[config.mk]
export PLATFORM = sky130hd
export DESIGN_NAME = script_token_lexer
export DESIGN_NICKNAME = d
export VERILOG_FILES = /design/src/hdl/stl_pkg.sv /design/src/hdl/script_token_lexer.sv
export SDC_FILE = /design/constraint.sdc
export NUM_CORES = 2
export LEC_CHECK = 0
export BUFFER_PORTS_ARGS = -buffer_cell sky130_fd_sc_hd__buf_2
export CAP_MARGIN = 20
export CORE_ASPECT_RATIO = 1.75
export CORE_MARGIN = 2
export CORE_UTILIZATION = 35
export DETAILED_ROUTE_END_ITERATION = 10
export PLACE_DENSITY_LB_ADDON = 0.25
export SETUP_SLACK_MARGIN = 0.02
export SYNTH_ARGS = -nofsm -noshare
export SYNTH_HDL_FRONTEND = slang
export SYNTH_SLANG_ARGS = --single-unit
[constraint.sdc]
create_clock -name clk -period 19.2 [get_ports clk]
set_input_delay 2.88 -clock clk [delete_from_list [all_inputs] [get_ports clk]]
set_output_delay 2.88 -clock clk [all_outputs]
set_load 0.01 [all_outputs]
[src/hdl/stl_pkg.sv]
// Package for the script token lexer: item types, mode codes, token kinds
// and keyword lookup. No dependencies.
`timescale 1ns / 1ps
package stl_pkg;

  localparam int LINE_WIDTH        = 24;
  localparam int COLUMN_WIDTH      = 16;
  localparam int KEYWORD_MAX_CHARS = 8;

  typedef struct packed {
    logic       cmd;
    logic [7:0] ch;
  } src_item_t;

  typedef struct packed {
    logic [5:0]              token_kind;
    logic [LINE_WIDTH-1:0]   token_line;
    logic [COLUMN_WIDTH-1:0] token_column;
    logic [15:0]             token_length;
    logic [62:0]             num_value;
    logic                    int_overflow;
    logic                    true_flag;
    logic [7:0]              string_byte;
    logic                    last_of_run;
  } tok_item_t;

  typedef enum logic [3:0] {
    M_IDLE, M_NUM, M_NUMDOT, M_FRAC, M_IDENT, M_DIR, M_STR, M_SLASH,
    M_LCOM, M_BCOM, M_OP
  } lex_mode_t;

  localparam logic CMD_CHAR = 1'b0;
  localparam logic CMD_END  = 1'b1;

  localparam logic [5:0] K_END = 6'd0, K_INT = 6'd1, K_FRAC = 6'd2,
    K_STR = 6'd3, K_IDENT = 6'd4, K_DIR = 6'd5, K_IF = 6'd6, K_ELSE = 6'd7,
    K_WHILE = 6'd8, K_FOR = 6'd9, K_FOREACH = 6'd10, K_REPEAT = 6'd11,
    K_UNTIL = 6'd12, K_FUNCTION = 6'd13, K_RETURN = 6'd14, K_BREAK = 6'd15,
    K_CONTINUE = 6'd16, K_TRY = 6'd17, K_CATCH = 6'd18, K_FINALLY = 6'd19,
    K_IN = 6'd20, K_TRUE = 6'd21, K_FALSE = 6'd22, K_NULL = 6'd23,
    K_LPAREN = 6'd24, K_RPAREN = 6'd25, K_LBRACE = 6'd26, K_RBRACE = 6'd27,
    K_LBRACK = 6'd28, K_RBRACK = 6'd29, K_COMMA = 6'd30, K_DOT = 6'd31,
    K_COLON = 6'd32, K_SEMI = 6'd33, K_PLUS = 6'd34, K_MINUS = 6'd35,
    K_STAR = 6'd36, K_PCT = 6'd37, K_NE = 6'd38, K_NOT = 6'd39,
    K_EQ = 6'd40, K_ASSIGN = 6'd41, K_LE = 6'd42, K_LT = 6'd43,
    K_GE = 6'd44, K_GT = 6'd45, K_AND = 6'd46, K_OR = 6'd47, K_DIV = 6'd48,
    K_BADCHAR = 6'd49, K_UNTERM = 6'd50, K_SCHAR = 6'd51;

  function automatic logic kw_hit(logic [63:0] w, logic [15:0] n,
                                  logic [63:0] t, logic [15:0] tn);
    return (w == t) && (n == tn);
  endfunction

  function automatic logic [5:0] kw_kind(logic [63:0] w, logic [15:0] n);
    logic [5:0] k;
    k = K_IDENT;
    if (kw_hit(w, n, 64'("if"), 16'd2))        k = K_IF;
    if (kw_hit(w, n, 64'("else"), 16'd4))      k = K_ELSE;
    if (kw_hit(w, n, 64'("while"), 16'd5))     k = K_WHILE;
    if (kw_hit(w, n, 64'("for"), 16'd3))       k = K_FOR;
    if (kw_hit(w, n, 64'("foreach"), 16'd7))   k = K_FOREACH;
    if (kw_hit(w, n, 64'("ForEach"), 16'd7))   k = K_FOREACH;
    if (kw_hit(w, n, 64'("repeat"), 16'd6))    k = K_REPEAT;
    if (kw_hit(w, n, 64'("until"), 16'd5))     k = K_UNTIL;
    if (kw_hit(w, n, 64'("function"), 16'd8))  k = K_FUNCTION;
    if (kw_hit(w, n, 64'("return"), 16'd6))    k = K_RETURN;
    if (kw_hit(w, n, 64'("break"), 16'd5))     k = K_BREAK;
    if (kw_hit(w, n, 64'("continue"), 16'd8))  k = K_CONTINUE;
    if (kw_hit(w, n, 64'("try"), 16'd3))       k = K_TRY;
    if (kw_hit(w, n, 64'("catch"), 16'd5))     k = K_CATCH;
    if (kw_hit(w, n, 64'("finally"), 16'd7))   k = K_FINALLY;
    if (kw_hit(w, n, 64'("in"), 16'd2))        k = K_IN;
    if (kw_hit(w, n, 64'("true"), 16'd4))      k = K_TRUE;
    if (kw_hit(w, n, 64'("false"), 16'd5))     k = K_FALSE;
    if (kw_hit(w, n, 64'("null"), 16'd4))      k = K_NULL;
    return k;
  endfunction

  function automatic tok_item_t mk_tok(logic [5:0] kind,
                                       logic [LINE_WIDTH-1:0] line,
                                       logic [COLUMN_WIDTH-1:0] col,
                                       logic [15:0] len);
    tok_item_t t;
    t = '0;
    t.token_kind   = kind;
    t.token_line   = line;
    t.token_column = col;
    t.token_length = len;
    return t;
  endfunction

  function automatic logic [15:0] len_inc(logic [15:0] x);
    return (x == 16'hFFFF) ? x : x + 16'd1;
  endfunction

endpackage

[src/hdl/script_token_lexer.sv]
// Script token lexer: one source byte per transfer in, tokens out.
// Results of a byte are registered and appear in the cycle after its transfer.
// Throughput: one byte per cycle while tok_stall is low; a byte that yields several
// results (up to 3) holds the input until its last result is taken from the buffer.
// Reset: synchronous; clears lexer state, positions and the result buffer.
// Depends on stl_pkg.
`timescale 1ns / 1ps
module script_token_lexer import stl_pkg::*; (
  input  logic      clk,
  input  logic      rst,
  input  logic      src_valid,
  output logic      src_stall,
  input  src_item_t src_data,
  output logic      tok_valid,
  input  logic      tok_stall,
  output tok_item_t tok_data
);

  localparam logic [LINE_WIDTH-1:0]   LINE_SAT = '1;
  localparam logic [COLUMN_WIDTH-1:0] COL_SAT  = '1;
  localparam logic [62:0]             VAL_SAT  = '1;

  lex_mode_t mode, mode_next;
  logic [7:0] held_char, held_char_next;
  logic held_dot, held_dot_next;
  logic [LINE_WIDTH-1:0] sline, sline_next, lcnt, lcnt_next;
  logic [COLUMN_WIDTH-1:0] scol, scol_next, ccnt, ccnt_next;
  logic [15:0] rlen, rlen_next;
  logic [62:0] acc, acc_next;
  logic ovf, ovf_next;
  logic [63:0] wbuf, wbuf_next;
  logic wlong, wlong_next;
  logic cq, cq_next;
  logic esc, esc_next;

  tok_item_t slot [3];
  tok_item_t res [3];
  logic [1:0] n, cnt, rd;

  logic in_xfer, out_xfer;
  assign out_xfer  = tok_valid && !tok_stall;
  assign src_stall = !((cnt == 2'd0) || (cnt == 2'd1 && out_xfer));
  assign in_xfer   = src_valid && !src_stall;
  assign tok_valid = (cnt != 2'd0);
  assign tok_data  = res[rd];

  logic [7:0] c;
  logic dig, alp, fin, do_begin;
  logic [66:0] mac;
  logic [5:0] k;
  logic [7:0] v;
  logic [COLUMN_WIDTH-1:0] dcol;
  tok_item_t t;

  always_comb begin
    c = src_data.ch;
    dig = (c >= "0") && (c <= "9");
    alp = ((c >= "a") && (c <= "z")) || ((c >= "A") && (c <= "Z"));
    mac = {1'b0, acc, 3'b0} + {3'b0, acc, 1'b0} + {63'b0, c[3:0]};
    dcol = (ccnt == COL_SAT || ccnt < COLUMN_WIDTH'(2)) ? ccnt : ccnt - COLUMN_WIDTH'(1);
    k = K_IDENT;
    v = c;
    t = '0;
    for (int i = 0; i < 3; i++) slot[i] = '0;
    n = 2'd0;
    fin = 1'b0;
    do_begin = 1'b0;
    mode_next = mode; held_char_next = held_char; held_dot_next = held_dot;
    sline_next = sline; scol_next = scol; rlen_next = rlen;
    lcnt_next = lcnt; ccnt_next = ccnt; acc_next = acc; ovf_next = ovf;
    wbuf_next = wbuf; wlong_next = wlong; cq_next = cq; esc_next = esc;

    if (src_data.cmd == CMD_END) begin
      fin = 1'b1;
    end else begin
      unique case (mode)
        M_NUM: begin
          if (dig) begin
            rlen_next = len_inc(rlen);
            if (!ovf) begin
              if (mac[66:63] != 4'd0) begin
                ovf_next = 1'b1;
                acc_next = VAL_SAT;
              end else begin
                acc_next = mac[62:0];
              end
            end
          end else if (c == ".") begin
            mode_next = M_NUMDOT;
            held_dot_next = 1'b1;
          end else begin
            fin = 1'b1; do_begin = 1'b1;
          end
        end
        M_NUMDOT: begin
          if (dig) begin
            mode_next = M_FRAC;
            held_dot_next = 1'b0;
            rlen_next = len_inc(len_inc(rlen));
          end else begin
            fin = 1'b1; do_begin = 1'b1;
          end
        end
        M_FRAC: begin
          if (dig) rlen_next = len_inc(rlen);
          else begin fin = 1'b1; do_begin = 1'b1; end
        end
        M_IDENT: begin
          if (alp || dig || c == "_") begin
            if (rlen >= 16'(KEYWORD_MAX_CHARS)) wlong_next = 1'b1;
            else wbuf_next = {wbuf[55:0], c};
            rlen_next = len_inc(rlen);
          end else begin
            fin = 1'b1; do_begin = 1'b1;
          end
        end
        M_DIR: begin
          if (alp) rlen_next = len_inc(rlen);
          else begin fin = 1'b1; do_begin = 1'b1; end
        end
        M_STR: begin
          rlen_next = len_inc(rlen);
          if (esc) begin
            if (c == "n") v = 8'd10;
            else if (c == "t") v = 8'd9;
            else if (c == "r") v = 8'd13;
            esc_next = 1'b0;
            t = mk_tok(K_SCHAR, sline, scol, 16'd0);
            t.string_byte = v;
            slot[n] = t; n = n + 2'd1;
          end else if (c == (cq ? "'" : "\"")) begin
            slot[n] = mk_tok(K_STR, sline, scol, len_inc(rlen)); n = n + 2'd1;
            mode_next = M_IDLE;
          end else if (c == "\\") begin
            esc_next = 1'b1;
          end else begin
            t = mk_tok(K_SCHAR, sline, scol, 16'd0);
            t.string_byte = c;
            slot[n] = t; n = n + 2'd1;
          end
        end
        M_SLASH: begin
          if (c == "/") mode_next = M_LCOM;
          else if (c == "*") begin
            mode_next = M_BCOM; held_dot_next = 1'b0;
          end else begin
            fin = 1'b1; do_begin = 1'b1;
          end
        end
        M_LCOM: begin
          if (c == "\n") mode_next = M_IDLE;
        end
        M_BCOM: begin
          if (held_dot && c == "/") begin
            mode_next = M_IDLE; held_dot_next = 1'b0;
          end else begin
            held_dot_next = (c == "*");
          end
        end
        M_OP: begin
          k = K_END;
          if (c == "=") begin
            if (held_char == "!") k = K_NE;
            else if (held_char == "=") k = K_EQ;
            else if (held_char == "<") k = K_LE;
            else if (held_char == ">") k = K_GE;
          end else if (c == "&" && held_char == "&") k = K_AND;
          else if (c == "|" && held_char == "|") k = K_OR;
          if (k != K_END) begin
            slot[n] = mk_tok(k, sline, scol, 16'd2); n = n + 2'd1;
            mode_next = M_IDLE;
          end else begin
            fin = 1'b1; do_begin = 1'b1;
          end
        end
        default: do_begin = 1'b1;
      endcase
    end

    // flush the pending token
    if (fin) begin
      unique case (mode)
        M_NUM, M_NUMDOT: begin
          t = mk_tok(K_INT, sline, scol, rlen);
          t.num_value = acc;
          t.int_overflow = ovf;
          slot[n] = t; n = n + 2'd1;
          if (mode == M_NUMDOT) begin
            slot[n] = mk_tok(K_DOT, lcnt, dcol, 16'd1); n = n + 2'd1;
          end
        end
        M_FRAC: begin slot[n] = mk_tok(K_FRAC, sline, scol, rlen); n = n + 2'd1; end
        M_IDENT: begin
          k = wlong ? K_IDENT : kw_kind(wbuf, rlen);
          t = mk_tok(k, sline, scol, rlen);
          t.true_flag = (k == K_TRUE);
          slot[n] = t; n = n + 2'd1;
        end
        M_DIR: begin slot[n] = mk_tok(K_DIR, sline, scol, rlen); n = n + 2'd1; end
        M_STR: begin slot[n] = mk_tok(K_UNTERM, sline, scol, rlen); n = n + 2'd1; end
        M_SLASH: begin slot[n] = mk_tok(K_DIV, sline, scol, 16'd1); n = n + 2'd1; end
        M_OP: begin
          if (held_char == "!") k = K_NOT;
          else if (held_char == "=") k = K_ASSIGN;
          else if (held_char == "<") k = K_LT;
          else if (held_char == ">") k = K_GT;
          else k = K_BADCHAR;
          slot[n] = mk_tok(k, sline, scol, 16'd1); n = n + 2'd1;
        end
        default: ;
      endcase
      mode_next = M_IDLE;
      held_dot_next = 1'b0;
    end

    // lex the byte from idle
    if (do_begin) begin
      mode_next = M_IDLE;
      k = K_END;
      if (c == " " || c == "\t" || c == "\r" || c == "\n") begin
        k = K_END;
      end else if (dig || alp || c == "$" || c == "\"" || c == "'" || c == "#" ||
                   c == "/" || c == "!" || c == "=" || c == "<" || c == ">" ||
                   c == "&" || c == "|") begin
        sline_next = lcnt;
        scol_next = ccnt;
        rlen_next = 16'd1;
        if (dig) begin
          mode_next = M_NUM;
          acc_next = {59'd0, c[3:0]};
          ovf_next = 1'b0;
        end else if (alp || c == "$") begin
          mode_next = M_IDENT;
          wbuf_next = {56'd0, c};
          wlong_next = 1'b0;
        end else if (c == "\"" || c == "'") begin
          mode_next = M_STR;
          cq_next = (c == "'");
          esc_next = 1'b0;
        end else if (c == "#") mode_next = M_DIR;
        else if (c == "/") mode_next = M_SLASH;
        else begin
          mode_next = M_OP;
          held_char_next = c;
        end
      end else begin
        unique case (c)
          "(": k = K_LPAREN;
          ")": k = K_RPAREN;
          "{": k = K_LBRACE;
          "}": k = K_RBRACE;
          "[": k = K_LBRACK;
          "]": k = K_RBRACK;
          ",": k = K_COMMA;
          ".": k = K_DOT;
          ":": k = K_COLON;
          ";": k = K_SEMI;
          "+": k = K_PLUS;
          "-": k = K_MINUS;
          "*": k = K_STAR;
          "%": k = K_PCT;
          default: k = K_BADCHAR;
        endcase
        slot[n] = mk_tok(k, lcnt, ccnt, 16'd1); n = n + 2'd1;
      end
    end

    if (src_data.cmd == CMD_END) begin
      slot[n] = mk_tok(K_END, lcnt, ccnt, 16'd0); n = n + 2'd1;
      mode_next = M_IDLE; held_char_next = '0; held_dot_next = 1'b0;
      sline_next = LINE_WIDTH'(1); scol_next = COLUMN_WIDTH'(1); rlen_next = '0;
      lcnt_next = LINE_WIDTH'(1); ccnt_next = COLUMN_WIDTH'(1);
      acc_next = '0; ovf_next = 1'b0;
      wbuf_next = '0; wlong_next = 1'b0; cq_next = 1'b0; esc_next = 1'b0;
    end else if (c == "\n") begin
      if (lcnt != LINE_SAT) lcnt_next = lcnt + LINE_WIDTH'(1);
      ccnt_next = COLUMN_WIDTH'(1);
    end else if (ccnt != COL_SAT) begin
      ccnt_next = ccnt + COLUMN_WIDTH'(1);
    end

    if (n != 2'd0) slot[n - 2'd1].last_of_run = 1'b1;
  end

  always_ff @(posedge clk) begin
    if (rst) begin
      mode <= M_IDLE; held_char <= '0; held_dot <= 1'b0;
      sline <= LINE_WIDTH'(1); scol <= COLUMN_WIDTH'(1); rlen <= '0;
      lcnt <= LINE_WIDTH'(1); ccnt <= COLUMN_WIDTH'(1);
      acc <= '0; ovf <= 1'b0; wbuf <= '0; wlong <= 1'b0;
      cq <= 1'b0; esc <= 1'b0;
      cnt <= 2'd0; rd <= 2'd0;
    end else begin
      if (in_xfer) begin
        mode <= mode_next; held_char <= held_char_next;
        held_dot <= held_dot_next; sline <= sline_next; scol <= scol_next;
        rlen <= rlen_next; lcnt <= lcnt_next; ccnt <= ccnt_next;
        acc <= acc_next; ovf <= ovf_next; wbuf <= wbuf_next;
        wlong <= wlong_next; cq <= cq_next; esc <= esc_next;
        cnt <= n; rd <= 2'd0;
      end else if (out_xfer) begin
        cnt <= cnt - 2'd1;
        rd <= rd + 2'd1;
      end
    end
  end

  always_ff @(posedge clk) begin
    if (in_xfer) begin
      for (int i = 0; i < 3; i++) res[i] <= slot[i];
    end
  end

`ifndef SYNTHESIS
  a_end_resets: assert property (@(posedge clk) disable iff (rst)
    (in_xfer && src_data.cmd == CMD_END) |=>
      (mode == M_IDLE && lcnt == LINE_WIDTH'(1) && ccnt == COLUMN_WIDTH'(1)))
    else $error("state not cleared after end of source");
  a_end_emits: assert property (@(posedge clk) disable iff (rst)
    (in_xfer && src_data.cmd == CMD_END) |=> tok_valid)
    else $error("end of source produced no token");
`endif

endmodule

==> results.txt <==
The run finished with clean final reports. For the signal arrival time at the worst endpoint, the log shows 8.66 ns. The tools report the number of failing hold endpoints at the final stage as 0.

The first routing iteration left 1,870 violations. The tools report the worst-case clock skew as 0.0263 ns. After detailed routing, the number of remaining DRC violations is 0.

Synthesis inferred 558 register bits. The cell sitting at the root of the clock tree is a clkbuf_16. The critical path starts at src_data[2]. The chip width came out at 235 µm. Setup repair after global routing left no endpoint under its margin. The initial antenna violation count was 2. For the post-detailed-route count of antenna-violating nets, the log shows 0.

The synthesized netlist cell count was 3,510; the average detailed-routed wire length per instance was 22.3 µm. On the final layout, the worst hold slack is 0.478 ns. The min-delay analysis places its worst path in the category reg2reg. Peak supply drop: 0.0884 mV. The average vias per placed instance works out to 5.65. Static timing analysis puts the maximum clock frequency at 122 MHz. The run gives 151 as the count of boundary I/O pins. Compared with the post-synthesis result, the final layout area differs by 12.3%. Of the post-synthesis cell area, the part taken by muxes is 4.44%. The number of I/O port buffers was 150. Summing all flip-flop and latch instances after layout gives 14,300 µm². The worst setup path is captured at a flop.

Of all nets on the critical path, the largest fanout is 30. The power density over the cells was 95.8 nW/µm²; the number of fill cells in the layout was 9,309. The complex-gate fraction of the synthesized area is 19.1%, and the post-CTS resize count is 0. The initial utilization of the core area, before any placement, comes to 35.3%. TritonCTS built the clock tree. TritonCTS created 56 clock buffers. The first global-routing pass estimated 165 mm of wire.

The most common cell after layout, fill and taps aside is nand2_1. The share of synthesized area occupied by flip-flops and latches is 43.6%, and the synthesized area divided by synthesized cell count is 9.35 µm². The total area of multi-input combinational cells came out at 17,800 µm². For the final layout net count, the log shows 3,766.

The distinct cell type count after synthesis was 112. In the layout the commonest cells are nand2_1, nor2_1, edfxtp_1. After Yosys synthesis, and, or, nand and nor cells account for 21.0% of the synthesized area. Summed over all nets, the half-perimeter wirelength after detailed placement is 79.1 mm. By startpoint and endpoint, the worst setup path is classified as in2reg. Once layout is complete, the utilization of the core stands at 39.6%.

In this run the static leakage power is 13.9 nW. STA classifies the critical path startpoint as an input pin. At the worst endpoint, the required time is 19.67 ns. The clock edge transition at the registers on the reported setup and hold paths was 0.06 ns; the maximum number of pins on one net before global-route repair was 105. The run gives 27,600 as the number of global-route vias before repair. Ranked by total cell area, the synthesized netlist is headed by edfxtp_1, dfxtp_1, ha_1. The run gives 96,300 µm² as the floorplan die area. For the final weighted congestion in routability-driven placement, the log shows 0.946. The combinational family with the most area after synthesis is simple AND/OR/NAND/NOR gates. The run gives 22.0% as the overall routing resource usage.

After synthesis, the largest area contributor takes up 28.6% of total cell area. Setup violations remaining at the end of the flow were counted as 0. In this run the most critical hold path is launched from wbuf[63].

Total count of max-transition violations in the final report: 0. After layout, the worst setup slack is 11.01 ns. Number of iterations in the first detailed-routing pass: 6. The H-tree was split into 2 levels. For this run, asynchronously set or reset flops after synthesis account for 0%. The run gives 148 as the standard-cell row count.

The worst register-to-register path begins at mode[1]. In the synthesized netlist the dominant register cell turns out to be edfxtp_1. Final critical-path share of the clock period: 42.7%. The most area-hungry cell type in the Yosys netlist was edfxtp_1.

For the clock sink count, the log shows 558. The core region is 93,000 µm². The cell area that synthesis handed to floorplanning was 32,800 µm².

The xor and xnor area share after synthesis was 2.80%; the max-slew headroom at the worst pin was 25.4%. Buffers added to address setup during post-CTS repair amount to 0. Cells with a size suffix above 1 make up 9.90% of the layout.

The adder-cell area share of the yosys netlist is 5.61%, and the maximum count of clock buffers along a single path is 3. Yosys printed 0 warnings. After layout, the minimum clock period comes to 8.19 ns. The number of hold buffers added after cts was 0. Across the run, the number of max-cap violations was 0. After global routing the overflow that remains totals 0. The completed layout was analyzed and its total power is 3.53 mW. The slew of the pin with the lowest slew margin works out to 1.11 ns.

The via count was 27,400; the overall routed net length was 108 mm. Before CTS, the worst setup slack after placement is 10.17 ns. The summed negative setup slack over all endpoints is 0 ns, and the number of inserted diodes is 0. The floorplan step set the die height to 409 µm. The number of flops mapped to enable cells by yosys was 312; the latest clock arrival within the worst-skew pair was 0.66 ns.
## cells in the mapped netlist, types with 44 or more instances
library cell    n
a21oi_1       196
a22o_1         95
a22oi_1        52
and2_1        157
buf_2          53
clkbuf_1      157
dfxtp_1       246
edfxtp_1      312
ha_1          144
inv_1          52
mux2i_1       142
nand2_1       365
nand3_1        69
nand4_1        44
nor2_1        361
nor3_1         65
o21ai_0       225
xnor2_1        72
## logic make-up after synthesis
logic type,after synthesis
fa+ha+maj,146
simple gates,1348
mux,145
other cells,1
buf+inv,284
flops,558
xor+xnor,105
compound gates,923
## per-layer routing
metal / wire length, µm / share of wire (%) / vias to the layer above / GRT usage [%]
li1: - / - / 13100 / -
met1: 38100 / 35 / 13200 / 21.9
met2: 59100 / 55 / 800 / 42.9
met3: 3990 / 3.7 / 305 / 2.38
met4: 7220 / 6.7 / 0 / 13.7
met5: 0 / 0 / - / 0
## through the flow
stage	cell area (µm²)	cells
finish	36800	4855
global route	36800	4855
CTS	36800	4852
detailed placement	34800	4746
global placement	34800	4746
floorplan	33100	3589
## report_power, final
part | switching [mW] | internal (mW)
Clock | 0.507 | 0.693
Combinational | 0.544 | 0.238
Sequential | 0.0794 | 1.47
## path summary, 6_finish.rpt
kind / end / slack, ns / cells after the start
setup reg to reg: res[0][77] / 12.83 / 18
setup / recovery: res[0][77] / 11.01 / 21
hold / removal: wbuf[63] / 0.48 / 1
hold reg to reg: wbuf[63] / 0.48 / 1
## critical path, stage by stage
cell,delay [ns]
buf_2,0.50
and2_1,0.48
nand3_1,0.27
o211ai_1,0.22
nand3_1,0.15
a21oi_1,0.17
buf_4,0.22
ha_1,0.26
o31ai_1,0.20
a21oi_1,0.09
o21ai_0,0.23
a21oi_2,0.14
inv_1,0.08
ha_1,0.22
mux2i_1,0.25
inv_1,0.11
ha_1,0.21
and2_1,0.25
nor2_1,0.83
nand2_1,0.58
a21oi_1,0.28
## registers in the layout, summed over array words and instances (netlist names), 4 cells and up, named ones only
register   flops
res          312
wbuf          64
acc           63
lcnt          24
sline         24
ccnt          16
rlen          16
scol          16
held_char      8
mode           4
## area by class of cell
| type | instances | share of cell area, % |
|---|---|---|
| Clock inverter | 32 | 1.09 |
| Clock buffer | 74 | 4.30 |
| Inverter | 52 | 0.550 |
| Tap cell | 1200 | 4.08 |
| Sequential cell | 558 | 38.8 |
| Multi-Input combinational cell | 2747 | 48.2 |
| Timing Repair Buffer | 192 | 2.97 |
Power figures use the tool's default switching activity.
